## config.mk

```make
export PLATFORM = sky130hd
export DESIGN_NAME = fbfl_ctrl
export DESIGN_NICKNAME = d
export VERILOG_FILES = /design/src/assert_macros.svh /design/src/fbfl_pkg.sv /design/src/fbfl_ctrl.sv
export SDC_FILE = /design/constraint.sdc
export NUM_CORES = 1
export LEC_CHECK = 0
export ABC_AREA = 0
export BUFFER_PORTS_ARGS = -buffer_cell sky130_fd_sc_hd__clkbuf_2
export CAP_MARGIN = 20
export CORE_AREA = 2 2 39 41
export CTS_BUF_LIST = sky130_fd_sc_hd__clkbuf_16
export DETAILED_ROUTE_END_ITERATION = 6
export DIE_AREA = 0 0 41 43
export SLEW_MARGIN = 20
export SYNTH_ARGS = -nofsm -noshare
export SYNTH_HDL_FRONTEND = slang
export SYNTH_SLANG_ARGS = --single-unit
```

## constraint.sdc

```tcl
create_clock -name i_clk -period 1.15 [get_ports i_clk]
set_clock_uncertainty 0.15 [all_clocks]
set_input_delay 0.23 -clock i_clk [delete_from_list [all_inputs] [get_ports i_clk]]
set_output_delay 0.23 -clock i_clk [all_outputs]
set_load 0.005 [all_outputs]
```

## src/assert_macros.svh

```systemverilog
// assertion helpers used by the top-level rtl
`ifndef ASSERT_MACROS_SVH
`define ASSERT_MACROS_SVH

// same-cycle implication, checked outside reset
`define ASSERT_SAME(label, clk, rst_n, ante, cons) \
    label: assert property (@(posedge clk) disable iff (!rst_n) (ante) |-> (cons)) \
        else $error("assertion failed");

// next-cycle implication, checked outside reset
`define ASSERT_NEXT(label, clk, rst_n, ante, cons) \
    label: assert property (@(posedge clk) disable iff (!rst_n) (ante) |=> (cons)) \
        else $error("assertion failed");

`endif

```

## src/fbfl_pkg.sv

```systemverilog
`default_nettype none

package fbfl_pkg;

    localparam int CMD_W    = 2;
    localparam int IDX_W    = 10;
    localparam int STAT_W   = 2;
    localparam int OFF_W    = 26;
    localparam int CNT_W    = 11;
    localparam int BB_W     = 16;
    localparam int STRIDE_W = 17;
    localparam int CFG_A_W  = 1;
    localparam int CFG_D_W  = 16;

    localparam int IN_TDATA_W  = 16;
    localparam int OUT_TDATA_W = 56;

    // commands
    localparam logic [CMD_W-1:0] CMD_INIT  = 2'd0;
    localparam logic [CMD_W-1:0] CMD_ALLOC = 2'd1;
    localparam logic [CMD_W-1:0] CMD_FREE  = 2'd2;

    // result status
    localparam logic [STAT_W-1:0] ST_OK    = 2'd0;
    localparam logic [STAT_W-1:0] ST_EMPTY = 2'd1;
    localparam logic [STAT_W-1:0] ST_RANGE = 2'd2;
    localparam logic [STAT_W-1:0] ST_UNUSED = 2'd3;

    // configuration register indexes
    localparam logic [CFG_A_W-1:0] CFG_BLOCKS_IN_USE = 1'b0;
    localparam logic [CFG_A_W-1:0] CFG_BLOCK_BYTES   = 1'b1;

    localparam logic [CNT_W-1:0] RST_BLOCKS_IN_USE = 11'd1024;
    localparam logic [BB_W-1:0]  RST_BLOCK_BYTES   = 16'd64;

    // header plus link in front of each payload
    localparam logic [STRIDE_W+CNT_W-1:0] PAYLOAD_BASE = 28'd32;
    localparam logic [STRIDE_W-1:0]       LINK_BYTES   = 17'd8;

    typedef struct packed {
        logic load;   // take request fields, read link at head
        logic exec;   // update pool state, load result register
    } t_dp_cmd;

    // payload size rounded up to eight plus the link word
    function automatic logic [STRIDE_W-1:0] f_stride(input logic [BB_W-1:0] bb);
        logic [STRIDE_W-1:0] s;
        s = {1'b0, bb} + 17'd7;
        s[2:0] = 3'd0;
        return s + LINK_BYTES;
    endfunction

endpackage

`default_nettype wire

```

## src/fbfl_ctrl.sv

```systemverilog
`default_nettype none

module fbfl_ctrl
    import fbfl_pkg::*;
(
    input  wire logic    i_clk,
    input  wire logic    i_rst_n,
    input  wire logic    i_s_tvalid,
    output logic         o_s_tready,
    output logic         o_m_tvalid,
    input  wire logic    i_m_tready,
    output t_dp_cmd      o_dp_cmd
);

    typedef enum logic [1:0] {
        S_IDLE = 2'b01,
        S_EXEC = 2'b10
    } t_state;

    t_state r_state, n_state;
    logic   r_out_valid, n_out_valid;
    logic   out_free;

    // result slot can take a new value this cycle
    assign out_free = !r_out_valid || i_m_tready;

    always_comb begin
        n_state       = r_state;
        o_dp_cmd.load = 1'b0;
        o_dp_cmd.exec = 1'b0;
        unique case (r_state)
            S_IDLE: begin
                if (i_s_tvalid) begin
                    o_dp_cmd.load = 1'b1;
                    n_state       = S_EXEC;
                end
            end
            S_EXEC: begin
                // hold here while an earlier result is still waiting
                if (out_free) begin
                    o_dp_cmd.exec = 1'b1;
                    n_state       = S_IDLE;
                end
            end
            default: n_state = S_IDLE;
        endcase
    end

    always_comb begin
        n_out_valid = r_out_valid;
        if (o_dp_cmd.exec) begin
            n_out_valid = 1'b1;
        end else if (i_m_tready) begin
            n_out_valid = 1'b0;
        end
    end

    always_ff @(posedge i_clk) begin
        if (!i_rst_n) begin
            r_state     <= S_IDLE;
            r_out_valid <= 1'b0;
        end else begin
            r_state     <= n_state;
            r_out_valid <= n_out_valid;
        end
    end

    assign o_s_tready = (r_state == S_IDLE);
    assign o_m_tvalid = r_out_valid;

endmodule

`default_nettype wire

```

==> impl_metrics.yaml <==
cts:
  numCtsBuffers: 3
  h-tree-depth: 1
  clk_pin_slew_worst_paths_ns: 0.03
  cts_root_buffer: "clkbuf_16"
  insertion_delay_ns: 0.22
  cts_hold_buffers: 0
  cts_tree: "yes"
  clock_path_buffers: 2
  cts.sinks: 3
critical_path:
  critPathCapture: "o_dp_cmd[1]"
  critical_path_arrival_ns: 0.90
  cp-start-kind: "flip-flop"
  worst_ep_required_time_ns: 0.77
  cp-end-kind: "output pin"
  crit_start: "r_state[1]$_SDFFE_PN0P_"
  reg2reg_slack_ns: 0.02
  crit_fanout: 4
  r2r-start: "r_state[1]$_SDFFE_PN0P_"
  r2r_cells: 3
  path_class: "flip-flop to output pin"
  r2r-end: "r_state[1]$_SDFFE_PN0P_"
timing:
  slew-limit-headroom: 0.930
  maxSlewViolCount: 0
  hold-worst-slack_ns: 0.0739
  setup_violations: 3
  timing.final.crit_share: 1.12
  postLayoutSetupSlackWorst_ns: -0.134
  worst_pin_slew_ns: 0.104
  fmax_mhz: 779
  hold_viol: 0
  fin_crit_ns: 1.28
  rsz0062_at_grt: "true"
grt:
  grt-ovfl-total: 0
  grt_usage: 0.0341
  grt_pass1_vias: 110
  grt_pass1_wl_um: 324
  antenna_found_initial: 0
  grt_max_degree: 5
yosys:
  yosys.cell_types.count: 9
  synthXorXnorAreaFrac: 0
  syn_nets: 17
  ys_seq_area_frac: 0.449
  synth_top_area_cell: "dfxtp_1"
  ys_seq_elements: 3
  synth_top_family_by_area: "simple AND/OR/NAND/NOR gates"
  synth-compound-area-share: 0.150
  synthSimpleGateAreaFrac: 0.346
  synthAdderAreaFrac: 0
  syn_avg_cell_area_um2: 10.3
  synth_warnings: 0
  synthTopCellsByArea: "dfxtp_1 (45%), and4bb_1 (9.3%), nand2b_1 (9.3%)"
  syn_area_um2: 134
  synth.top_cell.area_share: 0.449
  synth.area.mux_share: 0
  synthesis.instances: 13
pwr:
  comb_power_share: 0.055
  p_clk_frac: 0.778
  p_int_w: 0.000584
  power_frac_seq: 0.167
  p_switching_w: 0.000104
  ir_drop_mv: 0.365
  p_leak_nw: 0.138
  p_per_area_nw_per_um2: 2390
  power_switching_share: 0.152
placed_design:
  gp_congestion: 0.454
  place_inst: 35
  port_buffers: 7
finish:
  layout.nets: 29
  fin_util: 0.208
  antenna_cells: 0
  drive_gt1_frac: 0.625
  instances_no_fill: 40
  syn_to_final_growth_pct: 115
die:
  coreArea_um2: 1380
  die-area_um2: 1760
  initial_core_util: 0.0967
  io_pins: 8
  std_cell_rows: 14
  die_h_um: 43
  dieWidth_um: 41
routing:
  dr.pass1.iters: 2
  vias: 126
  drt_iter0_drc: 5
  postRouteAntennaNets: 0
  via_per_inst: 3.15
  route.detailed.drc: 0
  wl_per_cell_um: 7.13
  drt_wl_total_um: 285
worst_hold_path:
  min_path_type: "input pin to flip-flop"
outcome:
  outcome: "finished with violations"
  violations: "setup timing"
job:
  drv_cap: 0
==> sequential cells by signal, summed over array words and instances (netlist names) <==
register / flops
r_state: 2
o_m_tvalid: 1
==> stage by stage <==
step / setup slack [ns] / cell area, um2 / setup TNS, ns / total power, W
floorplan: 0.126 / 134 / 0 / 0.000129
global placement: 0.0888 / 181 / 0 / 0.000142
detailed placement: 0.0742 / 181 / 0 / 0.000143
CTS: -0.138 / 278 / -0.304 / 0.000697
global route: -0.165 / 288 / -0.407 / 0.000710
finish: -0.134 / 288 / -0.246 / 0.000688
==> worst min-delay path by stage <==
stage          slack [ns]  cells past startpoint                      end    start
3_5_place_dp         0.29                      2  r_state[0]$_SDFFE_PN1P_  i_rst_n
6_report             0.07                      2  r_state[0]$_SDFFE_PN1P_  i_rst_n
2_1_floorplan        0.16                      1  r_state[0]$_SDFFE_PN1P_  i_rst_n
4_1_cts              0.07                      2  r_state[0]$_SDFFE_PN1P_  i_rst_n
5_1_grt              0.08                      2  r_state[0]$_SDFFE_PN1P_  i_rst_n
3_3_place_gp         0.29                      2  r_state[0]$_SDFFE_PN1P_  i_rst_n
==> Yosys cell counts (all sizes together) <==
cell    instances
o21ai           1
nand2b          2
o21a            1
buf             1
dfxtp           3
and3b           1
nor2b           2
a21boi          1
and4bb          1
==> routing by layer <==
layer / GRT usage / share of wire / vias up
met4: 0.0600 / 0 / 0
met5: 0 / 0 / -
met3: 0.0314 / 0.088 / 0
li1: - / - / 66
met2: 0.0500 / 0.56 / 6
met1: 0.00958 / 0.34 / 54
==> cell type report <==
type                       count  area (um2)
clock buffer                   3        75.1
clock inverter                 1        3.75
timing repair buffer           8        48.8
tap                           16        20.0
sequential                     3        65.1
multi-input combinational      9        75.1
fill                         146        1100
==> power by group through the flow <==
| stage | sequential, W | clock, W | combinational, W |
|---|---|---|---|
| final | 0.000115 | 0.000535 | 0.0000379 |
| after global routing | 0.000116 | 0.000551 | 0.0000426 |
| after CTS | 0.000116 | 0.000547 | 0.0000345 |
| after detailed placement | 0.000115 | 0 | 0.0000280 |
| after global placement | 0.000115 | 0 | 0.0000272 |
| after floorplan | 0.000114 | 0 | 0.0000146 |
==> cells in the final DEF, fill, tap and decap left out <==
cell type  instances
buf_2              1
o21a_1             1
o21ai_1            1
clkbuf_16          3
a21boi_1           1
and3b_2            1
nand2b_4           1
buf_6              1
dfxtp_4            1
buf_4              1
dfxtp_2            1
and4bb_1           1
dfxtp_1            1
nand2b_1           1
inv_1              1
nor2b_1            2
clkbuf_2           5
==> cell families (layout without fill, tap and decap cells) <==
family | count (synthesis) | in the layout
and+or+nand+nor | 6 | 6
AOI/OAI and AO/OA | 3 | 3
DFF | 3 | 3
buffers and inverters | 1 | 12
==> what timing repair did <==
item | CTS | global route
endpoints found under the setup margin | 3 | 4
pin swaps | 0 | 0
resized for setup | 3 | 5
hold endpoints to repair | 0 | 0
buffers inserted | 1 | 0
==> critical path: stages (launching register included) <==
cell     delay [ns]
dfxtp_4        0.35
and3b_2        0.22
buf_6          0.11
Power figures use the tool's default switching activity.
